File: src/rtl/core/scs_pkg.sv
// scs_pkg: shared types, codes and constants of the step chaser sequencer
// used by every module under rtl/core; depends on nothing
`timescale 1ns / 1ps

package scs_pkg;

	// default table depth and command queue depth
	localparam int SCS_MAX_STEPS   = 64;
	localparam int SCS_QUEUE_DEPTH = 2;

	// configuration register reset values
	localparam logic        RST_START_DIR  = 1'b0;
	localparam logic [1:0]  RST_RUN_ORDER  = 2'd1;
	localparam logic [15:0] RST_HOLD_TICKS = 16'd50;
	localparam logic [6:0]  RST_STEP_COUNT = 7'd0;

	// configuration register indexes
	localparam logic [1:0] REG_START_DIR  = 2'd0;
	localparam logic [1:0] REG_RUN_ORDER  = 2'd1;
	localparam logic [1:0] REG_HOLD_TICKS = 2'd2;
	localparam logic [1:0] REG_STEP_COUNT = 2'd3;

	// run order codes
	localparam logic [1:0] ORD_SINGLE = 2'd0;
	localparam logic [1:0] ORD_LOOP   = 2'd1;
	localparam logic [1:0] ORD_PING   = 2'd2;

	// input action codes
	localparam logic [2:0] ACT_LOAD  = 3'd0;
	localparam logic [2:0] ACT_START = 3'd1;
	localparam logic [2:0] ACT_TICK  = 3'd2;
	localparam logic [2:0] ACT_TAP   = 3'd3;
	localparam logic [2:0] ACT_STOP  = 3'd4;

	// decoded command kinds carried through the queue
	typedef enum logic [2:0] {
		OP_LOAD  = 3'd0,
		OP_START = 3'd1,
		OP_TICK  = 3'd2,
		OP_TAP   = 3'd3,
		OP_STOP  = 3'd4
	} op_t;

	// result event kinds
	typedef enum logic [1:0] {
		EV_START  = 2'd0,
		EV_STOP   = 2'd1,
		EV_FINISH = 2'd2
	} ev_kind_t;

	// one queued command
	typedef struct packed {
		op_t         op;
		logic [5:0]  slot;
		logic [15:0] ident;
	} cmd_t;

	// configuration seen by the back end
	typedef struct packed {
		logic        start_direction;
		logic [1:0]  run_order;
		logic [15:0] hold_ticks;
		logic [6:0]  step_count;
	} cfg_t;

endpackage

File: src/rtl/core/scs_front.sv
// scs_front: accepts input transactions, decodes the action and drops
// the ones that can never have an effect; uses scs_pkg
`timescale 1ns / 1ps

module scs_front #(
	parameter int MAX_STEPS = scs_pkg::SCS_MAX_STEPS
) (
	input  logic              in_valid,
	output logic              in_stall,
	input  logic [2:0]        action,
	input  logic [5:0]        step_slot,
	input  logic [15:0]       step_ident,
	input  logic              q_full,
	output logic              q_push,
	output scs_pkg::cmd_t     q_cmd
);
	import scs_pkg::*;

	logic keep;
	op_t  op;

	// hold off the producer while the queue has no room
	assign in_stall = q_full;

	// classify the action; unknown codes and loads beyond the table vanish
	always_comb begin
		keep = 1'b1;
		op   = OP_LOAD;
		unique case (action)
			ACT_LOAD: begin
				op   = OP_LOAD;
				keep = (32'(step_slot) < MAX_STEPS);
			end
			ACT_START: op = OP_START;
			ACT_TICK:  op = OP_TICK;
			ACT_TAP:   op = OP_TAP;
			ACT_STOP:  op = OP_STOP;
			default:   keep = 1'b0;
		endcase
	end

	assign q_push      = in_valid && !q_full && keep;
	assign q_cmd.op    = op;
	assign q_cmd.slot  = step_slot;
	assign q_cmd.ident = step_ident;

endmodule

File: src/rtl/core/scs_cmd_fifo.sv
// scs_cmd_fifo: short command queue between front and back end
// uses scs_pkg for the command type and depth
`timescale 1ns / 1ps

module scs_cmd_fifo (
	input  logic          clk,
	input  logic          arst_n,
	input  logic          push,
	input  scs_pkg::cmd_t push_cmd,
	output logic          full,
	input  logic          pop,
	output logic          not_empty,
	output scs_pkg::cmd_t head_cmd
);
	import scs_pkg::*;

	localparam int DEPTH = SCS_QUEUE_DEPTH;
	localparam int AW    = (DEPTH > 1) ? $clog2(DEPTH) : 1;
	localparam int CW    = $clog2(DEPTH + 1);

	cmd_t          entry_q [DEPTH];
	logic [AW-1:0] wr_ptr_q;
	logic [AW-1:0] rd_ptr_q;
	logic [CW-1:0] count_q;
	logic          do_push;
	logic          do_pop;

	assign full      = (count_q == CW'(DEPTH));
	assign not_empty = (count_q != '0);
	assign head_cmd  = entry_q[rd_ptr_q];
	assign do_push   = push && !full;
	assign do_pop    = pop && not_empty;

	// storage
	always_ff @(posedge clk) begin
		if (do_push) begin
			entry_q[wr_ptr_q] <= push_cmd;
		end
	end

	// pointers and fill count
	always_ff @(posedge clk or negedge arst_n) begin
		if (!arst_n) begin
			wr_ptr_q <= '0;
			rd_ptr_q <= '0;
			count_q  <= '0;
		end else begin
			if (do_push) begin
				wr_ptr_q <= (wr_ptr_q == AW'(DEPTH - 1)) ? '0 : wr_ptr_q + 1'b1;
			end
			if (do_pop) begin
				rd_ptr_q <= (rd_ptr_q == AW'(DEPTH - 1)) ? '0 : rd_ptr_q + 1'b1;
			end
			if (do_push && !do_pop) begin
				count_q <= count_q + 1'b1;
			end else if (do_pop && !do_push) begin
				count_q <= count_q - 1'b1;
			end
		end
	end

endmodule

File: src/rtl/core/scs_back.sv
// scs_back: carries out queued commands, holds the step table and run state,
// and drives the registered result channel; uses scs_pkg
`timescale 1ns / 1ps

module scs_back #(
	parameter int MAX_STEPS = scs_pkg::SCS_MAX_STEPS
) (
	input  logic          clk,
	input  logic          arst_n,
	input  scs_pkg::cfg_t cfg,
	input  logic          q_not_empty,
	input  scs_pkg::cmd_t q_cmd,
	output logic          q_pop,
	output logic          out_valid,
	input  logic          out_stall,
	output logic [1:0]    event_kind,
	output logic [5:0]    member_index,
	output logic [15:0]   member_ident,
	output logic          last_of_run
);
	import scs_pkg::*;

	localparam int PW  = (MAX_STEPS > 1) ? $clog2(MAX_STEPS) : 1;
	localparam int NW  = $clog2(MAX_STEPS + 1);
	localparam int CW  = NW + 1;
	localparam int IW  = (PW > 6) ? PW : 6;

	typedef enum logic [2:0] {
		BK_IDLE = 3'b001,
		BK_EV1  = 3'b010,
		BK_EV2  = 3'b100
	} bk_state_t;

	bk_state_t     state_q, state_d;

	// run state
	logic [PW-1:0] pos_q, pos_d;
	logic          back_q, back_d;
	logic          active_q, active_d;
	logic [15:0]   hold_q, hold_d;

	// pending events of the command in flight
	ev_kind_t      ev1_kind_q, ev1_kind_d;
	logic [PW-1:0] ev1_pos_q, ev1_pos_d;
	logic          ev1_last_q, ev1_last_d;
	logic          ev2_vld_q, ev2_vld_d;
	ev_kind_t      ev2_kind_q, ev2_kind_d;
	logic [PW-1:0] ev2_pos_q, ev2_pos_d;

	// step table
	logic [15:0]   table_mem [MAX_STEPS];
	logic [15:0]   rd_data_q;
	logic          mem_we;
	logic [PW-1:0] mem_wa;
	logic          mem_re;
	logic [PW-1:0] mem_ra;
	logic [IW-1:0] slot_ext;

	// output register
	logic          out_valid_q;
	ev_kind_t      out_kind_q;
	logic [5:0]    out_index_q;
	logic [15:0]   out_ident_q;
	logic          out_last_q;
	logic          out_free;
	logic          out_load;
	ev_kind_t      ld_kind;
	logic [PW-1:0] ld_pos;
	logic          ld_last;
	logic [IW-1:0] ld_pos_ext;

	// end-of-step arithmetic
	logic [NW-1:0] n_eff;
	logic [CW-1:0] n_w;
	logic [CW-1:0] p_w;
	logic [CW-1:0] end_pos_w;
	logic          end_back;
	logic          end_ok;
	logic [CW-1:0] start_pos_w;
	logic [15:0]   hold_eff;
	logic [16:0]   hold_inc;
	logic          do_end;

	// effective step count and hold time
	always_comb begin
		if (32'(cfg.step_count) < MAX_STEPS) begin
			n_eff = NW'(cfg.step_count);
		end else begin
			n_eff = NW'(MAX_STEPS);
		end
		n_w      = CW'(n_eff);
		p_w      = CW'(pos_q);
		hold_eff = (cfg.hold_ticks == 16'd0) ? 16'd1 : cfg.hold_ticks;
		hold_inc = {1'b0, hold_q} + 17'd1;
	end

	// next position when the current step ends
	always_comb begin
		end_pos_w = p_w;
		end_back  = back_q;
		end_ok    = 1'b1;
		priority if (!back_q && (p_w + 1'b1 < n_w)) begin
			end_pos_w = p_w + 1'b1;
		end else if (back_q && (p_w != '0) && (p_w - 1'b1 < n_w)) begin
			end_pos_w = p_w - 1'b1;
		end else if ((n_w == '0) ||
			((cfg.run_order != ORD_LOOP) && (cfg.run_order != ORD_PING))) begin
			end_ok = 1'b0;
		end else if (cfg.run_order == ORD_LOOP) begin
			end_pos_w = back_q ? (n_w - 1'b1) : '0;
		end else begin
			if (!back_q) begin
				end_pos_w = (n_w >= CW'(2)) ? (n_w - CW'(2)) : '0;
			end else begin
				end_pos_w = (n_w >= CW'(2)) ? CW'(1) : '0;
			end
			end_back = !back_q;
		end
	end

	// first position of a fresh run
	assign start_pos_w = (cfg.start_direction && (n_w != '0)) ? (n_w - 1'b1) : '0;

	assign out_free = !out_valid_q || !out_stall;
	assign slot_ext = IW'(q_cmd.slot);

	// command sequencer
	always_comb begin
		state_d    = state_q;
		pos_d      = pos_q;
		back_d     = back_q;
		active_d   = active_q;
		hold_d     = hold_q;
		ev1_kind_d = ev1_kind_q;
		ev1_pos_d  = ev1_pos_q;
		ev1_last_d = ev1_last_q;
		ev2_vld_d  = ev2_vld_q;
		ev2_kind_d = ev2_kind_q;
		ev2_pos_d  = ev2_pos_q;
		q_pop      = 1'b0;
		mem_we     = 1'b0;
		mem_wa     = slot_ext[PW-1:0];
		mem_re     = 1'b0;
		mem_ra     = pos_q;
		out_load   = 1'b0;
		ld_kind    = ev1_kind_q;
		ld_pos     = ev1_pos_q;
		ld_last    = ev1_last_q;
		do_end     = 1'b0;
		unique case (state_q)
			BK_IDLE: begin
				if (q_not_empty) begin
					q_pop = 1'b1;
					unique case (q_cmd.op)
						OP_LOAD: begin
							mem_we = 1'b1;
						end
						OP_START: begin
							back_d     = cfg.start_direction;
							pos_d      = PW'(start_pos_w);
							ev1_last_d = 1'b1;
							ev2_vld_d  = 1'b0;
							state_d    = BK_EV1;
							if (n_w != '0) begin
								active_d   = 1'b1;
								hold_d     = '0;
								ev1_kind_d = EV_START;
								ev1_pos_d  = PW'(start_pos_w);
								mem_re     = 1'b1;
								mem_ra     = PW'(start_pos_w);
							end else begin
								active_d   = 1'b0;
								ev1_kind_d = EV_FINISH;
								ev1_pos_d  = '0;
							end
						end
						OP_TICK: begin
							if (active_q) begin
								hold_d = hold_inc[15:0];
								do_end = (hold_inc >= {1'b0, hold_eff});
							end
						end
						OP_TAP: begin
							do_end = active_q;
						end
						OP_STOP: begin
							if (active_q) begin
								active_d   = 1'b0;
								ev1_kind_d = EV_FINISH;
								ev1_pos_d  = '0;
								ev1_last_d = 1'b1;
								ev2_vld_d  = 1'b0;
								state_d    = BK_EV1;
							end
						end
						default: ;
					endcase
					// stop event for the current member, then the next member's start or a finish
					if (do_end) begin
						ev1_kind_d = EV_STOP;
						ev1_pos_d  = pos_q;
						ev1_last_d = 1'b0;
						mem_re     = 1'b1;
						mem_ra     = pos_q;
						ev2_vld_d  = 1'b1;
						back_d     = end_back;
						active_d   = end_ok;
						state_d    = BK_EV1;
						if (end_ok) begin
							pos_d      = PW'(end_pos_w);
							hold_d     = '0;
							ev2_kind_d = EV_START;
							ev2_pos_d  = PW'(end_pos_w);
						end else begin
							ev2_kind_d = EV_FINISH;
							ev2_pos_d  = '0;
						end
					end
				end
			end
			BK_EV1: begin
				if (out_free) begin
					out_load = 1'b1;
					if (ev2_vld_q) begin
						mem_re  = 1'b1;
						mem_ra  = ev2_pos_q;
						state_d = BK_EV2;
					end else begin
						state_d = BK_IDLE;
					end
				end
			end
			BK_EV2: begin
				ld_kind = ev2_kind_q;
				ld_pos  = ev2_pos_q;
				ld_last = 1'b1;
				if (out_free) begin
					out_load = 1'b1;
					state_d  = BK_IDLE;
				end
			end
			default: state_d = BK_IDLE;
		endcase
	end

	// step table with registered read
	always_ff @(posedge clk) begin
		if (mem_we) begin
			table_mem[mem_wa] <= q_cmd.ident;
		end
		if (mem_re) begin
			rd_data_q <= table_mem[mem_ra];
		end
	end

	// control state
	always_ff @(posedge clk or negedge arst_n) begin
		if (!arst_n) begin
			state_q     <= BK_IDLE;
			pos_q       <= '0;
			back_q      <= 1'b0;
			active_q    <= 1'b0;
			hold_q      <= '0;
			ev2_vld_q   <= 1'b0;
			out_valid_q <= 1'b0;
		end else begin
			state_q   <= state_d;
			pos_q     <= pos_d;
			back_q    <= back_d;
			active_q  <= active_d;
			hold_q    <= hold_d;
			ev2_vld_q <= ev2_vld_d;
			if (out_load) begin
				out_valid_q <= 1'b1;
			end else if (!out_stall) begin
				out_valid_q <= 1'b0;
			end
		end
	end

	assign ld_pos_ext = IW'(ld_pos);

	// pending event payload and output payload
	always_ff @(posedge clk) begin
		ev1_kind_q <= ev1_kind_d;
		ev1_pos_q  <= ev1_pos_d;
		ev1_last_q <= ev1_last_d;
		ev2_kind_q <= ev2_kind_d;
		ev2_pos_q  <= ev2_pos_d;
		if (out_load) begin
			out_kind_q <= ld_kind;
			out_last_q <= ld_last;
			if (ld_kind == EV_FINISH) begin
				out_index_q <= '0;
				out_ident_q <= '0;
			end else begin
				out_index_q <= ld_pos_ext[5:0];
				out_ident_q <= rd_data_q;
			end
		end
	end

	assign out_valid    = out_valid_q;
	assign event_kind   = out_kind_q;
	assign member_index = out_index_q;
	assign member_ident = out_ident_q;
	assign last_of_run  = out_last_q;

endmodule

File: src/rtl/core/step_chaser_sequencer_core.sv
// step_chaser_sequencer_core: top level with configuration registers,
// front end, command queue and back end; uses scs_pkg and all scs_* modules
`timescale 1ns / 1ps

//  channel   direction  handshake              payload
//  cfg       in/out     psel/penable/pready    paddr, pwdata, prdata
//  in        in         in_valid / in_stall    action, step_slot, step_ident
//  out       out        out_valid / out_stall  event_kind, member_index,
//                                              member_ident, last_of_run
//
// a load completes in the idle state; a transaction with one result also passes through
// BK_EV1, one with two results through BK_EV1 and then BK_EV2; the single read port of the step table
// (one identifier read per result) and the output register set this sequence.
// reset clears run state, queue and output valid; the step table is not cleared.
// a two-entry command queue lets the input side keep going while out is stalled.

module step_chaser_sequencer_core #(
	parameter int MAX_STEPS = scs_pkg::SCS_MAX_STEPS
) (
	input  logic        clk,
	input  logic        arst_n,
	input  logic        psel,
	input  logic        penable,
	input  logic        pwrite,
	input  logic [3:0]  paddr,
	input  logic [31:0] pwdata,
	output logic [31:0] prdata,
	output logic        pready,
	input  logic        in_valid,
	output logic        in_stall,
	input  logic [2:0]  action,
	input  logic [5:0]  step_slot,
	input  logic [15:0] step_ident,
	output logic        out_valid,
	input  logic        out_stall,
	output logic [1:0]  event_kind,
	output logic [5:0]  member_index,
	output logic [15:0] member_ident,
	output logic        last_of_run
);
	import scs_pkg::*;

	cfg_t cfg_q;
	logic cfg_wr;
	logic q_full;
	logic q_push;
	cmd_t push_cmd;
	logic q_pop;
	logic q_not_empty;
	cmd_t head_cmd;

	assign pready = 1'b1;
	assign cfg_wr = psel && penable && pwrite;

	// configuration registers
	always_ff @(posedge clk or negedge arst_n) begin
		if (!arst_n) begin
			cfg_q.start_direction <= RST_START_DIR;
			cfg_q.run_order       <= RST_RUN_ORDER;
			cfg_q.hold_ticks      <= RST_HOLD_TICKS;
			cfg_q.step_count      <= RST_STEP_COUNT;
		end else if (cfg_wr) begin
			unique case (paddr[3:2])
				REG_START_DIR:  cfg_q.start_direction <= pwdata[0];
				REG_RUN_ORDER:  cfg_q.run_order       <= pwdata[1:0];
				REG_HOLD_TICKS: cfg_q.hold_ticks      <= pwdata[15:0];
				REG_STEP_COUNT: cfg_q.step_count      <= pwdata[6:0];
				default: ;
			endcase
		end
	end

	// register readback
	always_comb begin
		unique case (paddr[3:2])
			REG_START_DIR:  prdata = {31'd0, cfg_q.start_direction};
			REG_RUN_ORDER:  prdata = {30'd0, cfg_q.run_order};
			REG_HOLD_TICKS: prdata = {16'd0, cfg_q.hold_ticks};
			REG_STEP_COUNT: prdata = {25'd0, cfg_q.step_count};
			default:        prdata = '0;
		endcase
	end

	scs_front #(
		.MAX_STEPS (MAX_STEPS)
	) u_front (
		.in_valid   (in_valid),
		.in_stall   (in_stall),
		.action     (action),
		.step_slot  (step_slot),
		.step_ident (step_ident),
		.q_full     (q_full),
		.q_push     (q_push),
		.q_cmd      (push_cmd)
	);

	scs_cmd_fifo u_queue (
		.clk       (clk),
		.arst_n    (arst_n),
		.push      (q_push),
		.push_cmd  (push_cmd),
		.full      (q_full),
		.pop       (q_pop),
		.not_empty (q_not_empty),
		.head_cmd  (head_cmd)
	);

	scs_back #(
		.MAX_STEPS (MAX_STEPS)
	) u_back (
		.clk          (clk),
		.arst_n       (arst_n),
		.cfg          (cfg_q),
		.q_not_empty  (q_not_empty),
		.q_cmd        (head_cmd),
		.q_pop        (q_pop),
		.out_valid    (out_valid),
		.out_stall    (out_stall),
		.event_kind   (event_kind),
		.member_index (member_index),
		.member_ident (member_ident),
		.last_of_run  (last_of_run)
	);

endmodule

File: config.mk
export PLATFORM = sky130hd
export DESIGN_NAME = step_chaser_sequencer_core
export DESIGN_NICKNAME = d
export VERILOG_FILES = /design/src/rtl/core/scs_pkg.sv /design/src/rtl/core/scs_front.sv /design/src/rtl/core/scs_cmd_fifo.sv /design/src/rtl/core/scs_back.sv /design/src/rtl/core/step_chaser_sequencer_core.sv
export SDC_FILE = /design/constraint.sdc
export NUM_CORES = 1
export LEC_CHECK = 0
export ABC_AREA = 1
export BUFFER_PORTS_ARGS = -buffer_cell sky130_fd_sc_hd__buf_2
export CAP_MARGIN = 20
export CORE_ASPECT_RATIO = 0.8
export CORE_MARGIN = 5
export CORE_UTILIZATION = 40
export DETAILED_ROUTE_END_ITERATION = 8
export PLACE_DENSITY = 0.57
export SYNTH_ARGS = -nofsm -noshare
export SYNTH_HDL_FRONTEND = slang
export SYNTH_SLANG_ARGS = --single-unit
File: constraint.sdc
create_clock -name clk -period 5.9 [get_ports clk]
set_clock_uncertainty 0.2 [all_clocks]
set_input_delay 0.59 -clock clk [delete_from_list [all_inputs] [get_ports clk]]
set_output_delay 0.59 -clock clk [all_outputs]
set_load 0.01 [all_outputs]
Yosys cells after proc, flatten, opt, wreduce, memory -nomap -nowiden. Memories as Yosys holds them, arrays and structs flattened. A register that Yosys moved wholly into a read port is not among the register bits. Cells that the tools add are included.

Latch bits: 0. ROM bits: 0. Flip-flop bits (word level): 101. Memory bits (writable): 1074. Input bits: 68. Logic and storage cells: 204. Output and inout port bits: 60. Memories kept: 2.

Bitwise operators: 0. Shift operators: 0. Reductions and logical operators: 44. Multiply operators: 0. Add/sub/neg operators: 9. Divide/modulo/power cells: 0. Muxes and demuxes: 91. Equality and inequality tests: 30. $lt $le $gt $ge: 5.

Memory list: u_back.table_mem (words 64, width 16, rd ports 1, clocked after memory_dff 1, wr ports 1, RTL line scs_back.sv:51) `logic [15:0] table_mem [MAX_STEPS];`; u_queue.entry_q (words 2, width 25, rd ports 1, clocked after memory_dff 0, wr ports 1, RTL line scs_cmd_fifo.sv:21) `cmd_t entry_q [DEPTH];`.

Operators by type and width (number): $pmux W32 S4 (1); $mux W6 (21); $mux W16 (5); $mux W1 (39); $pmux W16 S2 (1); $pmux W6 S2 (2); $mux W3 (6); $add A16 B1 Y17 const B (1); $ge A17 B16 Y1 (1); $logic_not A16 Y1 (1); $reduce_bool A8 Y1 (2); $eq A3 B2 Y1 const B (5); $logic_and A1 B1 Y1 (13); $mux W2 (6); $ne A2 B2 Y1 const B (6); $pmux W3 S4 (1); $pmux W1 S2 (5); $reduce_and A2 Y1 (5); $eq A3 B1 Y1 const B (3); $eq A3 B3 Y1 const B (3); $pmux W3 S3 (1); $eq A2 B2 Y1 const B (4); $logic_not A8 Y1 (1); $lt A8 B7 Y1 (1); other kinds (30) (45).

Logic depth before layout (Yosys ltp).
Depth after elaboration: 11. Depth in mapped cells: 23. Gate-level depth less buffers: 23.

Cells and area by module. A second synthesis with hierarchy kept.

Cell total of the unflattened synthesis: 5157. Area total of the unflattened synthesis: 54094.4 um^2.

Modules (own cells, without submodules): scs_back (cells each 4775, sequential area each 33188.1 um^2, times used 1, area an instance 50402.1 um^2); scs_cmd_fifo (cells each 162, sequential area each 1601.5 um^2, times used 1, area an instance 2077.0 um^2); step_chaser_sequencer_core (cells each 186, sequential area each 655.6 um^2, times used 1, area an instance 1395.1 um^2); scs_front (cells each 34, sequential area each 0.0 um^2, times used 1, area an instance 220.2 um^2).

Least setup slack after synthesis. Ideal clock, no wire load.

Path kind: register -> register. Start point: register u_back.hold_q[0]. End point: register u_back.rd_data_q[0], read port of u_back.table_mem (enable). Library setup time: 0.411 ns. Path slack: 1.173 ns. Buffers on the path: 0. Cell stages (with the launch flop): 21. Required time: 5.289 ns. Data arrival time: 4.116 ns. Clock period less this slack: 4.727 ns. Path through: dfrtp_1 -> ha_1 -> nand2_1 -> nor3_1 -> nand3_1 -> nor2_1 -> nand4_1 -> nand3b_1 -> xor2_1 -> inv_1 -> ha_1 -> nand2_1 -> nor4_1 -> nand3_1 -> o211ai_1 -> nor2_1 -> o31ai_1 -> nand2_1 -> nand3_1 -> nand2_1 -> o21ai_0.

Cells in the longest elaborated chain, start to end: 9. Elaborated cells on any way between the ends: 12. Those cells by class: add/sub: 1; order compare: 1; mux: 10.

Ends and longest elaborated chain: from (decl) (RTL line scs_back.sv:40) `logic [15:0] hold_q, hold_d;`; from (signal assigned) (RTL line scs_back.sv:271) `hold_q <= hold_d;`; $add A16 B1 Y17 (RTL line scs_back.sv:94) `hold_inc = {1'b0, hold_q} + 17'd1;`; $ge A17 B16 Y1 (RTL line scs_back.sv:180) `do_end = (hold_inc >= {1'b0, hold_eff});`; $mux W1 (RTL line scs_back.sv:178) `if (active_q) begin`; $pmux W1 S2 (RTL line scs_back.sv:154) `unique case (q_cmd.op)`; $mux W1 (RTL line scs_back.sv:152) `if (q_not_empty) begin`; $mux W1 (RTL line scs_back.sv:150) `unique case (state_q)`; $mux W1 (RTL line scs_back.sv:199) `if (do_end) begin`; $mux W1 (RTL line scs_back.sv:152); $pmux W1 S2 (RTL line scs_back.sv:150); via u_back.mem_re (RTL line scs_back.sv:55) `logic mem_re;`; to (decl) (RTL line scs_back.sv:52) `logic [15:0] rd_data_q;`.

The timed path passes the listed nets, and every way through them passes these cells. The select of a mux whose other input is x is not followed. A chain may end at the register's enable or synchronous reset.

Worst setup path in the final report.
Start point: register u_queue.rd_ptr_q. End point: register u_back.rd_data_q[15], read port of u_back.table_mem (data pin).

Cells in the longest elaborated chain, start to end: 8. Elaborated cells on any way between the ends: 15. Those cells by class: eq/ne: 3; mux: 11; memory: 1.

Ends and longest elaborated chain: from (decl) (RTL line scs_cmd_fifo.sv:23) `logic [AW-1:0] rd_ptr_q;`; from (signal assigned) (RTL line scs_cmd_fifo.sv:52) `rd_ptr_q <= (rd_ptr_q == AW'(DEPTH - 1)) ? '0 : rd_ptr_q + 1'b1;`; $mem_v2 Z2 W25 (*); $eq A3 B2 Y1 (RTL line scs_back.sv:154); $pmux W1 S2 (RTL line scs_back.sv:154); $mux W1 (RTL line scs_back.sv:152); $mux W1 (RTL line scs_back.sv:150); $mux W6 / $mux W1 (equally long branches) (RTL line scs_back.sv:199); $mux W6 / $mux W1 (equally long branches) (RTL line scs_back.sv:152); $pmux W6 S2 / $pmux W1 S2 (equally long branches) (RTL line scs_back.sv:150).

Every way passes the cells marked *; elsewhere a longest branch is shown, timed or not. The select of a mux whose other input is x is not followed.

==> out/qor.yml <==
sta:
  period_minus_slack_ns: 4.95
  hold_ws_ns: 0.0772
  maxSlewViolCount: 0
  finalCritPeriodShare_pct: 84.0
  tightest_slew_ns: 1.03
  finalHoldViolations: 0
  rsz0062_at_grt: "no"
  maxSlewHeadroom_pct: 31.1
  setup_tns_ns: 0
  setup_violations: 0
  max_clock_freq_ghz: 0.202
logic_synthesis:
  synth_top_cell_by_area: "edfxtp_1"
  synth_area_leaders: "edfxtp_1 (63%), nand3_1 (11%), nand2_1 (8.5%), inv_1 (3.8%), dfrtp_1 (2.5%)"
  avgSynthCellArea_sq_um: 10.6
  synth-edff-count: 1131
  synthCells: 5073
  yosysTopAreaCellShare_pct: 63.3
  yosysWarnings: 0
  netlist_area_sq_um: 53700
  synth-seq-cells: 1190
  ys.flop_type: "edfxtp_1"
  synth_cell_types: 55
  ys_seq_area_share_pct: 66.0
  async_flop_share_pct: 4.96
power:
  seqPwrFrac_pct: 30.1
  netSwitchingFraction_pct: 46.9
  p_leak_nw: 24.0
  switchingPower_w: 0.0172
  max-vdd-ir-drop_mv: 0.715
  cellPowerDensity_nw_per_um2: 609
  power.internal_w: 0.0194
  power_frac_comb_pct: 50.6
  p_clk_share_pct: 19.3
detailed_routing:
  ant_nets: 0
  wl_per_cell_microns: 21.1
  drt_iter0_markers: 3770
  routed_via_density: 5.26
  vias: 37000
  routed_wl_mm: 148
  drt_pass1_iterations: 7
  drc: 0
die:
  die_h_microns: 338
  start_util_pct: 40.2
  die_w_microns: 420
  placementRows: 120
  coreArea_sq_um: 134000
  dieArea_sq_um: 142000
  pin_count: 128
grt:
  grt_overflow: 0
  grt_max_degree: 144
  met2_usage_pct: 30.6
  grt_pass1_wl_mm: 221
  grt_pass1_vias: 34400
  globalRouteMet3Util_pct: 3.84
  busiest_layer: "met1"
  grtUsageMet1_pct: 30.7
  antenna_found_initial: 5
  grt.total_usage_pct: 20.5
run:
  maxCapViolCount: 0
clock_network:
  cts_sinks: 1190
  clk_latency_ns: 0.72
  cts_buffer_depth: 3
  root_buffer: "clkbuf_16"
  cts_buffers: 117
  clk_pin_slew_ns: 0.06
  cts_tree: "yes"
  post-cts-setup-buffers: 0
  postCtsResizedCells: 0
  hold_buffers: 44
  htreeDepth: 3
critical_path:
  crit_required_ns: 6.18
  crit_start: "u_queue.rd_ptr_q"
  regToRegStartpoint: "u_queue.rd_ptr_q"
  crit_type: "reg -> reg"
  reg2reg_to: "u_back.rd_data_q[15]"
  crit_path_start_kind: "register"
  crit_fanout: 97
  cp_data_arrival_time_ns: 5.23
  critPathCaptureType: "register"
  rrSetupSlack_ns: 0.95
  worstRegToRegCells: 20
placement:
  io_buffers: 92
  routabilityCongestion: 0.853
  hpwl_mm: 82.0
status:
  outcome: "finished clean"
cells_and_area:
  nNetsFinal: 5268
  syn_to_final_growth_pct: 12.1
  diodes: 0
  drive_above_1_share_pct: 8.48
min_path:
  hold-path-cell-count: 3
  whs_endpoint: "u_queue.entry_q[0][22]"
  min_from: "action[0]"
  hold_path_class: "in -> reg"
synthesized netlist by cell type, types with 2 or more instances:
cell          n
conb_1        2
nor3_1       15
o21ai_1       6
or2_2         6
o21a_1        3
nand2_1    1216
o211ai_1      9
nand3b_1    177
nand3_2       2
o22ai_1      24
o31ai_1       3
nand2_2       2
dfstp_2       5
edfxtp_1   1131
a221oi_1      2
o21ai_2       2
nor2_1      147
nand3_1    1148
dfrtp_1      54
buf_2       150
buf_4        55
o21ai_0      88
xnor2_1       3
ha_1         37
nand2_4       2
a31oi_1       2
clkbuf_1     85
buf_6        15
a21oi_1      46
a22oi_2       2
clkinv_1      2
o221ai_1      3
buf_1        12
inv_2         7
nand4_1      13
inv_1       549
nor2_2        4
o2111ai_1     4
a22oi_1       3
xor2_1       22
registers in the layout, summed over array words and instances (netlist names), 2 cells and up:
name,cells
u_back.table_mem,1024
u_queue.entry_q,50
cfg_q,26
u_back.hold_q,16
u_back.member_ident,16
u_back.rd_data_q,16
u_back.ev1_pos_q,6
u_back.ev2_pos_q,6
u_back.member_index,6
u_back.pos_q,6
u_back.state_q,3
u_back.ev1_kind_q,2
u_back.event_kind,2
u_queue.count_q,2
worst max-delay path, stage by stage (launching register included):
cell,delay (ns)
dfrtp_1,0.70
inv_2,0.09
buf_4,0.24
o21ai_4,0.25
nand3_4,0.20
inv_4,0.15
nand2_1,0.06
nand2_1,0.07
nand3_1,0.09
nand3_2,0.13
nand2_8,0.27
nand2_8,0.53
buf_12,0.44
buf_4,0.36
nand2_1,0.08
nand3_1,0.07
nand3_1,0.09
nand3_1,0.18
nand3_1,0.11
nand3_1,0.16
nand2_1,0.06
cells by family (layout without fill, tap and decap cells):
family / Yosys count / count (layout) / synth area share [%]
adder cells (fa/ha/maj): 37 / 37 / 0.863
flip-flops: 1190 / 1190 / 66.0
XOR/XNOR: 25 / 25 / 0.408
AO/OA/AOI/OAI: 201 / 201 / 2.17
other: 2 / 17 / 0.0140
buffers and inverters: 878 / 1048 / 7.11
AND/OR/NAND/NOR: 2738 / 2738 / 23.4
multiplexers: 2 / 2 / 0.0396
per-layer routing:
layer | up-vias | routed length (microns)
li1 | 17500 | -
met1 | 17900 | 67300
met2 | 1315 | 65200
met3 | 212 | 11600
met4 | 2 | 4290
met5 | - | 13
metrics by stage:
step	utilization [%]	total power, W	cell area [sq um]	cells	setup slack, ns
final	45.0	0.0366	60200	7027	0.946
after global routing	45.0	0.0389	60200	7027	0.514
after CTS	45.0	0.0367	60100	7026	0.931
after detailed placement	42.0	0.0296	56100	6768	0.943
after global placement	42.0	0.0294	56100	6768	0.960
after floorplan	-	0.0232	53700	5088	1.17
worst max-delay path by stage:
stage / endpoint / slack [ns] / cells after the start
after global placement: u_back.rd_data_q[15] / 0.96 / 20
after detailed placement: u_back.rd_data_q[15] / 0.94 / 20
after CTS: u_back.rd_data_q[15] / 0.93 / 20
after floorplan: u_back.rd_data_q[0] / 1.17 / 20
final: u_back.rd_data_q[15] / 0.95 / 20
after global routing: u_back.rd_data_q[15] / 0.51 / 20
cells in the final DEF, fill, tap and decap left out, drive strengths merged, types with 4 or more instances in the layout:
cell,instances
a21oi,47
a22oi,5
buf,231
bufinv,5
clkbuf,145
clkinv,62
conb,17
dfrtp,54
dfstp,5
dlygate4sd3,44
edfxtp,1131
ha,37
inv,559
nand2,1220
nand3,1151
nand3b,177
nand4,13
nor2,152
nor3,17
o2111ai,4
o211ai,9
o21ai,97
o22ai,24
or2,7
xor2,22
power by group through the flow:
stage | clock (W) | combinational (W) | sequential (W)
6_report | 0.00707 | 0.0185 | 0.0110
5_1_grt | 0.00757 | 0.0203 | 0.0110
4_1_cts | 0.00720 | 0.0185 | 0.0110
3_5_place_dp | 0 | 0.0184 | 0.0112
3_3_place_gp | 0 | 0.0183 | 0.0112
2_1_floorplan | 0 | 0.0121 | 0.0111
final cells by class:
| type | count | area [sq um] |
|---|---|---|
| clock buffers | 145 | 3100 |
| clock inverters | 69 | 459 |
| fillers | 12400 | 73500 |
| inverters | 559 | 2100 |
| multi-input cells | 3020 | 14600 |
| flip-flops and latches | 1190 | 35400 |
| well taps | 1769 | 2210 |
| repair buffers | 275 | 2240 |
(Power assumes the default switching activity.)
